<file path="config.mk">
export PLATFORM = sky130hd
export DESIGN_NAME = csv_style_tokenizer
export DESIGN_NICKNAME = d
export VERILOG_FILES = /design/src/hdl/csv_tok_pkg.sv /design/src/hdl/csv_style_tokenizer.sv /design/src/hdl/csv_tok_core.sv /design/src/hdl/csv_tok_fifo.sv
export VERILOG_INCLUDE_DIRS = /design/src /design/src/hdl
export SDC_FILE = /design/constraint.sdc
export NUM_CORES = 1
export LEC_CHECK = 0
export BUFFER_PORTS_ARGS = -buffer_cell sky130_fd_sc_hd__clkbuf_2
export CORE_UTILIZATION = 35
export DETAILED_ROUTE_END_ITERATION = 10
export PLACE_DENSITY_LB_ADDON = 0.12
export SYNTH_ARGS = -nofsm -noshare
export SYNTH_HDL_FRONTEND = slang
export SYNTH_HIERARCHICAL = 1
export SYNTH_SLANG_ARGS = --single-unit
</file>
<file path="constraint.sdc">
create_clock -name clk_i -period 9.4 [get_ports clk_i]
set_input_delay 1.41 -clock clk_i [delete_from_list [all_inputs] [get_ports clk_i]]
set_output_delay 1.41 -clock clk_i [all_outputs]
set_load 0.02 [all_outputs]
</file>
<file path="src/hdl/csv_style_tokenizer_defines.svh">
// Assertion macros for the CSV-style tokenizer RTL.
// Included by the top level; it has no other dependencies.
`ifndef CSV_STYLE_TOKENIZER_DEFINES_SVH
`define CSV_STYLE_TOKENIZER_DEFINES_SVH

// Same-cycle implication, disabled while reset is asserted
`define CST_ASSERT_NOW(lbl, clk, rst_n, ante, cons, msg) \
  lbl: assert property (@(posedge clk) disable iff (!rst_n) (ante) |-> (cons)) \
    else $error(msg);

// Next-cycle implication, disabled while reset is asserted
`define CST_ASSERT_NEXT(lbl, clk, rst_n, ante, cons, msg) \
  lbl: assert property (@(posedge clk) disable iff (!rst_n) (ante) |=> (cons)) \
    else $error(msg);

`endif

</file>
<file path="src/hdl/csv_tok_pkg.sv">
// Shared types, character codes and helpers for the CSV-style tokenizer.
// No dependencies; imported by every module of the block.
package csv_tok_pkg;

  localparam int CHAR_BITS  = 16;
  localparam int COUNT_BITS = 16;
  localparam int FIFO_DEPTH = 4;
  localparam int PTR_BITS   = $clog2(FIFO_DEPTH);
  localparam int CNT_BITS   = $clog2(FIFO_DEPTH + 1);

  typedef logic [CHAR_BITS-1:0]  char_t;
  typedef logic [COUNT_BITS-1:0] count_t;

  // Character codes the lexer reacts to
  localparam char_t CH_LF     = char_t'(16'h000A);
  localparam char_t CH_CR     = char_t'(16'h000D);
  localparam char_t CH_TAB    = char_t'(16'h0009);
  localparam char_t CH_SPACE  = char_t'(16'h0020);
  localparam char_t CH_COMMA  = char_t'(16'h002C);
  localparam char_t CH_QUOTE  = char_t'(16'h0022);
  localparam char_t CH_BSLASH = char_t'(16'h005C);

  typedef enum logic [1:0] {
    MODE_IDLE   = 2'd0,
    MODE_WORD   = 2'd1,
    MODE_STRING = 2'd2
  } lex_mode_e;

  typedef enum logic [1:0] {
    KIND_NEWLINE = 2'd0,
    KIND_SEP     = 2'd1,
    KIND_WORD    = 2'd2,
    KIND_STRING  = 2'd3
  } token_kind_e;

  // One tagged character on the way out
  typedef struct packed {
    token_kind_e kind;
    char_t       ch;
    logic        first;
    logic        last;
    count_t      line;
    count_t      col;
    logic        err;
    logic        last_result;
  } token_t;

  typedef struct packed {
    lex_mode_e mode;
    logic      held_valid;
  } core_status_t;

  typedef struct packed {
    logic [CNT_BITS-1:0] count;
  } fifo_status_t;

  // Counter increment that sticks at all ones
  function automatic count_t sat_inc(input count_t v);
    return (v == '1) ? v : v + count_t'(1);
  endfunction

endpackage

</file>
<file path="src/hdl/csv_style_tokenizer.sv">
// Top level of the CSV-style tokenizer: lexer step plus result queue.
// Depends on csv_tok_pkg, csv_tok_core, csv_tok_fifo and csv_style_tokenizer_defines.svh.
//
// Usage: characters arrive on the s_axis stream (tdata = character, tlast = end of text).
// Each accepted request yields zero, one or two tagged characters on m_axis. A bare
// word's characters leave one request late, since a word's end is seen only at the
// following character; other tokens leave on the request that carries them.
// Output: results are registered in the result queue and leave on m_axis in order.
// Throughput: one request per cycle while the receiver keeps up; the four-entry
// result queue sets the figure, accepting whenever it has two free entries, so
// requests that yield two results can fill the queue and hold back the input.
// Stalls: when m_axis_tready is low the queue fills and s_axis_tready drops once
// fewer than two entries are free; nothing is lost.
// Reset: mode idle, queue empty, start line 1; the first character of every stream loads
// the line counter from the start line register and clears the column. The user writes
// the start line register (cfg_we_i/cfg_wdata_i) only with the stream idle; unenforced.
`include "csv_style_tokenizer_defines.svh"

module csv_style_tokenizer
  import csv_tok_pkg::*;
(
  input  logic        clk_i,
  input  logic        rst_ni,
  input  logic        cfg_we_i,
  input  logic [15:0] cfg_wdata_i,
  input  logic        s_axis_tvalid,
  output logic        s_axis_tready,
  input  logic [15:0] s_axis_tdata,   // [15:0] code_unit
  input  logic        s_axis_tlast,   // end_of_text
  output logic        m_axis_tvalid,
  input  logic        m_axis_tready,
  // [15:0] token_char, [16] first_of_token, [32:17] line_number, [48:33] column,
  // [49] unterminated_error, [50] last_result, [55:51] zero
  output logic [55:0] m_axis_tdata,
  output logic [1:0]  m_axis_tuser,   // [1:0] token_kind
  output logic        m_axis_tlast    // last_of_token
);

  token_t       res0, res1, head;
  logic [1:0]   push_cnt;
  logic         step;
  core_status_t core_status;
  fifo_status_t fifo_status;

  assign step = s_axis_tvalid && s_axis_tready;

  csv_tok_core u_core (
    .clk_i      (clk_i),
    .rst_ni     (rst_ni),
    .cfg_we_i   (cfg_we_i),
    .cfg_wdata_i(cfg_wdata_i),
    .step_i     (step),
    .char_i     (char_t'(s_axis_tdata)),
    .eot_i      (s_axis_tlast),
    .res0_o     (res0),
    .res1_o     (res1),
    .push_cnt_o (push_cnt),
    .status_o   (core_status)
  );

  csv_tok_fifo u_fifo (
    .clk_i     (clk_i),
    .rst_ni    (rst_ni),
    .push_cnt_i(push_cnt),
    .push0_i   (res0),
    .push1_i   (res1),
    .pop_i     (m_axis_tready),
    .head_o    (head),
    .valid_o   (m_axis_tvalid),
    .ready_o   (s_axis_tready),
    .status_o  (fifo_status)
  );

  // Output packing
  assign m_axis_tdata = {5'd0, head.last_result, head.err, 16'(head.col), 16'(head.line),
                         head.first, 16'(head.ch)};
  assign m_axis_tuser = head.kind;
  assign m_axis_tlast = head.last;

  // Checks
  `CST_ASSERT_NOW(a_fifo_bound, clk_i, rst_ni, 1'b1,
    fifo_status.count <= CNT_BITS'(FIFO_DEPTH), "result queue overflow")
  `CST_ASSERT_NOW(a_err_closes_string, clk_i, rst_ni, m_axis_tvalid && head.err,
    head.last && head.kind == KIND_STRING, "open-string flag on a non-closing result")
  `CST_ASSERT_NOW(a_newline_shape, clk_i, rst_ni, m_axis_tvalid && head.kind == KIND_NEWLINE,
    head.first && head.last && head.col == '0, "malformed newline token")
  `CST_ASSERT_NEXT(a_eot_idle, clk_i, rst_ni, step && s_axis_tlast,
    core_status.mode == MODE_IDLE && !core_status.held_valid, "lexer not idle after end of text")

endmodule

</file>
<file path="src/hdl/csv_tok_core.sv">
// Lexer state and single-step token logic for the CSV-style tokenizer.
// Depends on csv_tok_pkg; produces up to two tagged characters per accepted request.
module csv_tok_core
  import csv_tok_pkg::*;
(
  input  logic         clk_i,
  input  logic         rst_ni,
  input  logic         cfg_we_i,
  input  logic [15:0]  cfg_wdata_i,
  input  logic         step_i,
  input  char_t        char_i,
  input  logic         eot_i,
  output token_t       res0_o,
  output token_t       res1_o,
  output logic [1:0]   push_cnt_o,
  output core_status_t status_o
);

  count_t    start_line_q;
  lex_mode_e mode_q, mode_d;
  logic      esc_q, esc_d;
  logic      held_valid_q, held_valid_d;
  char_t     held_char_q, held_char_d;
  count_t    held_col_q, held_col_d;
  logic      held_first_q, held_first_d;
  count_t    line_q, line_d;
  count_t    colcnt_q, colcnt_d;
  logic      fresh_q;

  count_t    line_base, col, line_inc;
  logic      do_begin, is_word_char, slot1;
  logic [1:0] n;
  token_t    r0, r1, bt;
  logic      bt_emit;

  // Start-line register
  always_ff @(posedge clk_i or negedge rst_ni) begin
    if (!rst_ni) begin
      start_line_q <= count_t'(1);
    end else if (cfg_we_i) begin
      start_line_q <= count_t'(cfg_wdata_i);
    end
  end

  // Next state and results for one character
  always_comb begin
    line_base    = fresh_q ? start_line_q : line_q;
    col          = fresh_q ? '0 : colcnt_q;
    line_inc     = sat_inc(line_base);
    colcnt_d     = sat_inc(col);
    line_d       = line_base;
    mode_d       = mode_q;
    esc_d        = esc_q;
    held_valid_d = held_valid_q;
    held_char_d  = held_char_q;
    held_col_d   = held_col_q;
    held_first_d = held_first_q;
    is_word_char = (char_i != CH_QUOTE) && (char_i != CH_COMMA) &&
                   (char_i != CH_LF) && (char_i != CH_CR);
    do_begin     = 1'b0;
    n            = 2'd0;
    r0           = '0;
    r1           = '0;
    bt           = '0;
    bt_emit      = 1'b0;

    if (mode_q == MODE_WORD && held_valid_q) begin
      // held word character goes out now
      r0.kind  = KIND_WORD;
      r0.ch    = held_char_q;
      r0.first = held_first_q;
      r0.line  = line_base;
      r0.col   = held_col_q;
      n        = 2'd1;
      if (is_word_char) begin
        if (eot_i) begin
          r1.kind  = KIND_WORD;
          r1.ch    = char_i;
          r1.last  = 1'b1;
          r1.line  = line_base;
          r1.col   = col;
          n        = 2'd2;
          held_valid_d = 1'b0;
          mode_d       = MODE_IDLE;
        end else begin
          held_char_d  = char_i;
          held_col_d   = col;
          held_first_d = 1'b0;
        end
      end else begin
        r0.last      = 1'b1;
        held_valid_d = 1'b0;
        mode_d       = MODE_IDLE;
        do_begin     = 1'b1;
      end
    end else if (mode_q == MODE_STRING) begin
      // string body with backslash escapes
      r0.kind = KIND_STRING;
      r0.ch   = char_i;
      r0.line = line_base;
      r0.col  = col;
      n       = 2'd1;
      if (char_i == CH_BSLASH && !esc_q) begin
        esc_d = 1'b1;
      end else if (char_i == CH_QUOTE && !esc_q) begin
        r0.last = 1'b1;
        mode_d  = MODE_IDLE;
        esc_d   = 1'b0;
      end else begin
        esc_d = 1'b0;
      end
      if (mode_d == MODE_STRING && eot_i) begin
        r0.last = 1'b1;
        r0.err  = 1'b1;
      end
    end else begin
      mode_d       = MODE_IDLE;
      held_valid_d = 1'b0;
      do_begin     = 1'b1;
    end

    // token opening
    if (do_begin) begin
      bt.ch   = char_i;
      bt.line = line_base;
      bt.col  = col;
      if (char_i == CH_LF) begin
        bt.kind  = KIND_NEWLINE;
        bt.first = 1'b1;
        bt.last  = 1'b1;
        bt.line  = line_inc;
        bt.col   = '0;
        bt_emit  = 1'b1;
        line_d   = line_inc;
        colcnt_d = count_t'(1);
      end else if (char_i == CH_SPACE || char_i == CH_TAB || char_i == CH_CR) begin
        bt_emit = 1'b0;
      end else if (char_i == CH_COMMA) begin
        bt.kind  = KIND_SEP;
        bt.first = 1'b1;
        bt.last  = 1'b1;
        bt_emit  = 1'b1;
      end else if (char_i == CH_QUOTE) begin
        bt.kind  = KIND_STRING;
        bt.first = 1'b1;
        bt.last  = eot_i;
        bt.err   = eot_i;
        bt_emit  = 1'b1;
        mode_d   = MODE_STRING;
        esc_d    = 1'b0;
      end else if (eot_i) begin
        bt.kind  = KIND_WORD;
        bt.first = 1'b1;
        bt.last  = 1'b1;
        bt_emit  = 1'b1;
      end else begin
        mode_d       = MODE_WORD;
        held_valid_d = 1'b1;
        held_char_d  = char_i;
        held_col_d   = col;
        held_first_d = 1'b1;
      end
      if (bt_emit) begin
        if (n == 2'd0) begin
          r0 = bt;
        end else begin
          r1 = bt;
        end
        n = n + 2'd1;
      end
    end

    // end of stream closes everything
    if (eot_i) begin
      mode_d       = MODE_IDLE;
      esc_d        = 1'b0;
      held_valid_d = 1'b0;
    end

    slot1 = (n == 2'd2);
    if (slot1) begin
      r1.last_result = 1'b1;
    end else if (n == 2'd1) begin
      r0.last_result = 1'b1;
    end
  end

  // State registers, updated on each accepted request
  always_ff @(posedge clk_i or negedge rst_ni) begin
    if (!rst_ni) begin
      mode_q       <= MODE_IDLE;
      esc_q        <= 1'b0;
      held_valid_q <= 1'b0;
      held_char_q  <= '0;
      held_col_q   <= '0;
      held_first_q <= 1'b0;
      line_q       <= count_t'(1);
      colcnt_q     <= '0;
      fresh_q      <= 1'b1;
    end else if (step_i) begin
      mode_q       <= mode_d;
      esc_q        <= esc_d;
      held_valid_q <= held_valid_d;
      held_char_q  <= held_char_d;
      held_col_q   <= held_col_d;
      held_first_q <= held_first_d;
      line_q       <= line_d;
      colcnt_q     <= colcnt_d;
      fresh_q      <= eot_i;
    end
  end

  assign res0_o     = r0;
  assign res1_o     = r1;
  assign push_cnt_o = step_i ? n : 2'd0;

  assign status_o.mode       = mode_q;
  assign status_o.held_valid = held_valid_q;

endmodule

</file>
<file path="src/hdl/csv_tok_fifo.sv">
// Result queue for the CSV-style tokenizer: takes up to two entries, gives one per cycle while pop_i is high.
// Depends on csv_tok_pkg.
module csv_tok_fifo
  import csv_tok_pkg::*;
(
  input  logic         clk_i,
  input  logic         rst_ni,
  input  logic [1:0]   push_cnt_i,
  input  token_t       push0_i,
  input  token_t       push1_i,
  input  logic         pop_i,
  output token_t       head_o,
  output logic         valid_o,
  output logic         ready_o,
  output fifo_status_t status_o
);

  token_t              mem_q [FIFO_DEPTH];
  logic [PTR_BITS-1:0] wr_ptr_q, wr_ptr_d, rd_ptr_q, rd_ptr_d, wr_ptr_p1;
  logic [CNT_BITS-1:0] cnt_q, cnt_d;
  logic                pop;

  assign pop       = pop_i && valid_o;
  assign wr_ptr_p1 = wr_ptr_q + PTR_BITS'(1);

  // Pointer and fill bookkeeping
  always_comb begin
    wr_ptr_d = wr_ptr_q + PTR_BITS'(push_cnt_i);
    rd_ptr_d = rd_ptr_q + PTR_BITS'(pop);
    cnt_d    = cnt_q + CNT_BITS'(push_cnt_i) - CNT_BITS'(pop);
  end

  always_ff @(posedge clk_i or negedge rst_ni) begin
    if (!rst_ni) begin
      wr_ptr_q <= '0;
      rd_ptr_q <= '0;
      cnt_q    <= '0;
    end else begin
      wr_ptr_q <= wr_ptr_d;
      rd_ptr_q <= rd_ptr_d;
      cnt_q    <= cnt_d;
    end
  end

  // Entry storage
  always_ff @(posedge clk_i) begin
    if (push_cnt_i != 2'd0) begin
      mem_q[wr_ptr_q] <= push0_i;
    end
    if (push_cnt_i == 2'd2) begin
      mem_q[wr_ptr_p1] <= push1_i;
    end
  end

  assign head_o         = mem_q[rd_ptr_q];
  assign valid_o        = (cnt_q != '0);
  assign ready_o        = (cnt_q <= CNT_BITS'(FIFO_DEPTH - 2));
  assign status_o.count = cnt_q;

endmodule
</file>
### After elaboration in Yosys (flattened, before gate mapping)

Memories as Yosys holds them, arrays and structs flattened.
Cells that the tools add are included.
W data, S select, Z words.

| operators by class | value |
|---|---|
| add/sub/neg operators | 8 |
| order comparisons | 1 |
| equality and inequality tests | 19 |
| muxes and demuxes | 126 |
| reductions and logical operators | 15 |

Operator list:

| kind | number |
|---|---|
| $mux W16 | 26 |
| $mux W54 | 6 |
| $mux W33 | 4 |
| $mux W18 | 5 |
| $mux W2 | 29 |
| $mux W1 | 54 |
| $eq A16 B4 Y1 const B | 3 |
| $eq A16 B6 Y1 const B | 3 |
| $mux W34 | 1 |
| $add A16 B1 Y16 const B | 2 |
| $eq A16 B16 Y1 const B | 2 |
| $mux W32 | 1 |
| $ne A16 B4 Y1 const B | 2 |
| $ne A16 B6 Y1 const B | 2 |
| $eq A16 B7 Y1 const B | 1 |
| $logic_and A1 B1 Y1 | 9 |
| $eq A2 B2 Y1 const B | 4 |
| $add A2 B1 Y2 const B | 2 |
| $eq A2 B1 Y1 const B | 2 |
| $add A3 B2 Y3 | 1 |
| $le A3 B2 Y1 const B | 1 |
| $reduce_bool A3 Y1 | 1 |
| $sub A3 B1 Y3 | 1 |
| $add A2 B1 Y2 | 1 |
| 5 further kinds | 6 |

| word-level totals | value |
|---|---|
| bits in registers | 93 |
| memory bits (writable) | 216 |
| bits of input ports | 38 |
| output and inout port bits | 61 |
| logic and storage cells | 183 |
| memories kept | 1 |

Memory list:

| memory | words | bits a word | read ports | clocked after memory_dff | write ports | RTL line | text |
|---|---|---|---|---|---|---|---|
| u_fifo.mem_q | 4 | 54 | 1 | 0 | 2 | csv_tok_fifo.sv:18 | `token_t mem_q [FIFO_DEPTH];` |

### Logic depth before layout (Yosys ltp)

| depth | value |
|---|---|
| depth after elaboration | 16 |
| depth in mapped cells | 19 |
| depth with buffers taken out | 14 |

### Modules after synthesis

Netlist, hierarchy kept.

Modules (own cells, without submodules):

| module | instances | cells an instance | area an instance (um^2) | seq. area each (um^2) |
|---|---|---|---|---|
| csv_tok_fifo | 1 | 563 | 11404.7 | 6661.4 |
| csv_tok_core | 1 | 726 | 6387.4 | 2155.8 |
| csv_style_tokenizer | 1 | 7 | 47.5 | 0.0 |

### Worst setup path after synthesis

OpenSTA, ideal clock, no wires.

| path | value |
|---|---|
| path kind | input -> register |
| from | input s_axis_tdata[14] |
| to | memory u_fifo/mem_q[0][0] in the netlist's numbering (enable) |
| library setup time | 540 ps |
| arrival time | 7865 ps |
| data required time | 8860 ps |
| path slack | 994 ps |
| stages | 13 |
| buffers on the path | 2 |
| cell sequence | or4_1 or4_4 buf_2 a21oi_1 nor3b_1 clkinv_1 nand2_1 ha_1 nand3_1 a21oi_1 clkbuf_2 o21bai_1 o21ai_0 |

RTL lines:

| element | RTL line | text |
|---|---|---|
| start, declared | csv_style_tokenizer.sv:28 | `input logic [15:0] s_axis_tdata,` |
| end, declared | csv_tok_fifo.sv:18 |  |

==> out/qor.csv <==
stage,metric,value,unit
power,Pleak,7.34,nW
job,Max Cap Viol,0,
critical_path,reg2reg path depth,10,
detailed_routing,Routed Wire Length,48800,um
timing,fin crit period,6.56,ns
critical_path,Worst setup EP type,flip-flop,
clock_tree,post-CTS resize count,0,
die,# rows,82,
timing,Final Hold Viols,0,
detailed_routing,via count,11500,
critical_path,CP Max Fanout,34,
clock_tree,CTS tree,built,
die,core area,50200,sq um
grt,first-pass GRT wire length,74600,um
placed_design,port buffer count,93,
timing,Slew HR,16.2,%
placed_design,placed instance count,1998,
grt,vias in the first global route,11800,
critical_path,crit path kind,in2reg,
placed_design,routability cong.,0.839,
detailed_routing,DR iter-0 viols,774,
min_path,worst hold-check path type,reg2reg,
clock_tree,clock slew at reported path FFs,0.06,ns
grt,initial antenna violation count,0,
cells_and_area,Fill cells,4734,
placed_design,post-DP HPWL,31100,um
synth,Syn Inst Count,1295,
detailed_routing,drt wl/cell,23.7,um
clock_tree,# hold bufs at CTS,0,
clock_tree,Post-CTS Setup Bufs,0,
critical_path,reg2reg setup slack,4.39,ns
min_path,worst hold start,u_core/held_col_q[1],
die,DIE AREA,51900,sq um
clock_tree,root buffer cell,clkbuf_16,
clock_tree,Clock Latency Late Sink,0.55,ns
grt,largest net degree at the start of global routing,55,
cells_and_area,nets,1410,
timing,Worst Tran Pin Value,1.26,ns
cells_and_area,area delta synth->final,11.9,%
die,die height,228,um
power,PwrDens,287,nW/um^2
critical_path,crit start category,input pin,
die,IO Pins,99,
detailed_routing,drt first pass iters,7,
min_path,hold path cells,1,
detailed_routing,post-DR vias/cell,5.57,
power,worst-case vdd ir drop,0.164,mV
timing,Final Max Slew Viols,0,
detailed_routing,remaining antenna violation count after routing,0,
timing,TNS Setup,0,ns
synth,mapped cell area,17800,sq um
critical_path,reg2reg end,u_fifo/mem_q[2][8],
clock_tree,CTS buffer count,37,
die,Initial Utilization,35.5,%
synth,Syn Area/Cell,13.8,sq um
timing,Peak Freq,0.152,GHz
timing,unrepaired setup endpoints after global routing,false,
cells_and_area,# diodes,0,
grt,GRT overflow,0,
timing,period utilization,69.8,%
critical_path,Required @ worst endpoint,9.58,ns
die,die width,228,um
cells_and_area,layout cells sized above 1,38.7,%
cells_and_area,fin cells,2065,
synth,Syn. warnings,6,
timing,Final Skew,0.0164,ns
critical_path,CP arrival,6.74,ns
timing,setup violators final,0,
outcome,status,completed,
grt,All-Layer GR Usage,18.7,%
clock_tree,CTS Sinks,309,
clock_tree,H-tree level count,2,
critical_path,Reg-to-Reg Start,u_core/mode_q[1],
detailed_routing,DRC violation count after routing,0,
clock_tree,Max Root-Sink Buffers,3,
min_path,Hold Path Sink,u_core/held_col_q[1],
[how the worst max path moves through the flow]
stage,end,cells past startpoint,slack (ns),start
global placement,u_fifo/mem_q[2][8],14,2.29,s_axis_tdata[14]
detailed placement,u_fifo/mem_q[2][8],14,2.23,s_axis_tdata[14]
CTS,u_fifo/mem_q[2][8],14,2.81,s_axis_tdata[14]
floorplan,u_fifo/mem_q[0][0],13,0.99,s_axis_tdata[14]
finish,u_fifo/mem_q[2][8],14,2.84,s_axis_tdata[14]
global route,u_fifo/mem_q[2][27],14,2.49,s_axis_tdata[14]
[stage by stage]
stage                     hold slack (ns)  power [mW]  instance area [sq um]  setup WS [ns]  util, %
final                               0.505        5.73                  20000           2.84     39.8
after global routing                0.518        6.04                  20000           2.49     39.8
after detailed placement            0.494        4.34                  18700           2.23     37.4
after CTS                           0.507        5.81                  20000           2.81     39.8
after floorplan                     0.465        3.67                  17800          0.994        -
after global placement              0.487        4.33                  18700           2.29     37.4
[placed cells by master (no fill, tap or decap), types with 13 or more instances in the layout]
master and n:
edfxtp_1 216, mux2_2 179, mux2_4 99, clkbuf_2 92
dfrtp_1 88, mux4_2 54, nor2_1 53, nand2_1 46
o21ai_0 46, a21oi_1 43, clkbuf_16 38, a22o_1 36
nand3_1 28, buf_4 27, inv_1 21, and2_1 20
nor3_1 17, mux2i_1 15, clkbuf_1 14, nor2b_1 14
xnor2_1 13
[area by class of cell]
cell class,count,area (sq um),share of cell area [%]
sequential,309,8820,44.2
multi-input combinational,873,8290,41.5
clock buffer,60,1110,5.58
tap,672,841,4.21
timing repair buffer,121,703,3.52
clock inverter,7,98.8,0.495
inverter,23,86.3,0.433
[state kept, by name, indices dropped and copies added (netlist names), 2 cells and up]
| register | flops |
|---|---|
| u_core/colcnt_q | 16 |
| u_core/held_char_q | 16 |
| u_core/held_col_q | 16 |
| u_core/line_q | 16 |
| u_core/mode_q | 2 |
| u_core/start_line_q | 16 |
| u_fifo/mem_q | 216 |
| u_fifo/rd_ptr_q | 2 |
| u_fifo/status_o | 3 |
| u_fifo/wr_ptr_q | 2 |
[worst max-delay path: stages]
cell	delay, ns
clkbuf_2	0.11
or4_1	0.63
or4_4	0.65
a21oi_1	0.34
nor3b_2	0.09
buf_4	0.21
clkinv_1	0.19
nand2_1	0.08
ha_1	0.29
nand3_1	0.09
a21oi_1	0.54
and4bb_4	0.90
o21bai_4	0.59
buf_4	0.56
[layer usage]
layer	track usage, %	part of all wire (%)
met5	0	0
met1	25.8	46
met2	30.6	48
met3	2.44	4.2
met4	5.79	2.2
[power by group]
| part | switching, mW | internal (mW) | total (mW) |
|---|---|---|---|
| logic | 1.28 | 0.990 | 2.27 |
| clock network | 0.569 | 0.866 | 1.43 |
| registers | 0.214 | 1.81 | 2.02 |
| total | 2.06 | 3.66 | 5.73 |
Note: power is estimated with default switching activity, not from simulation.
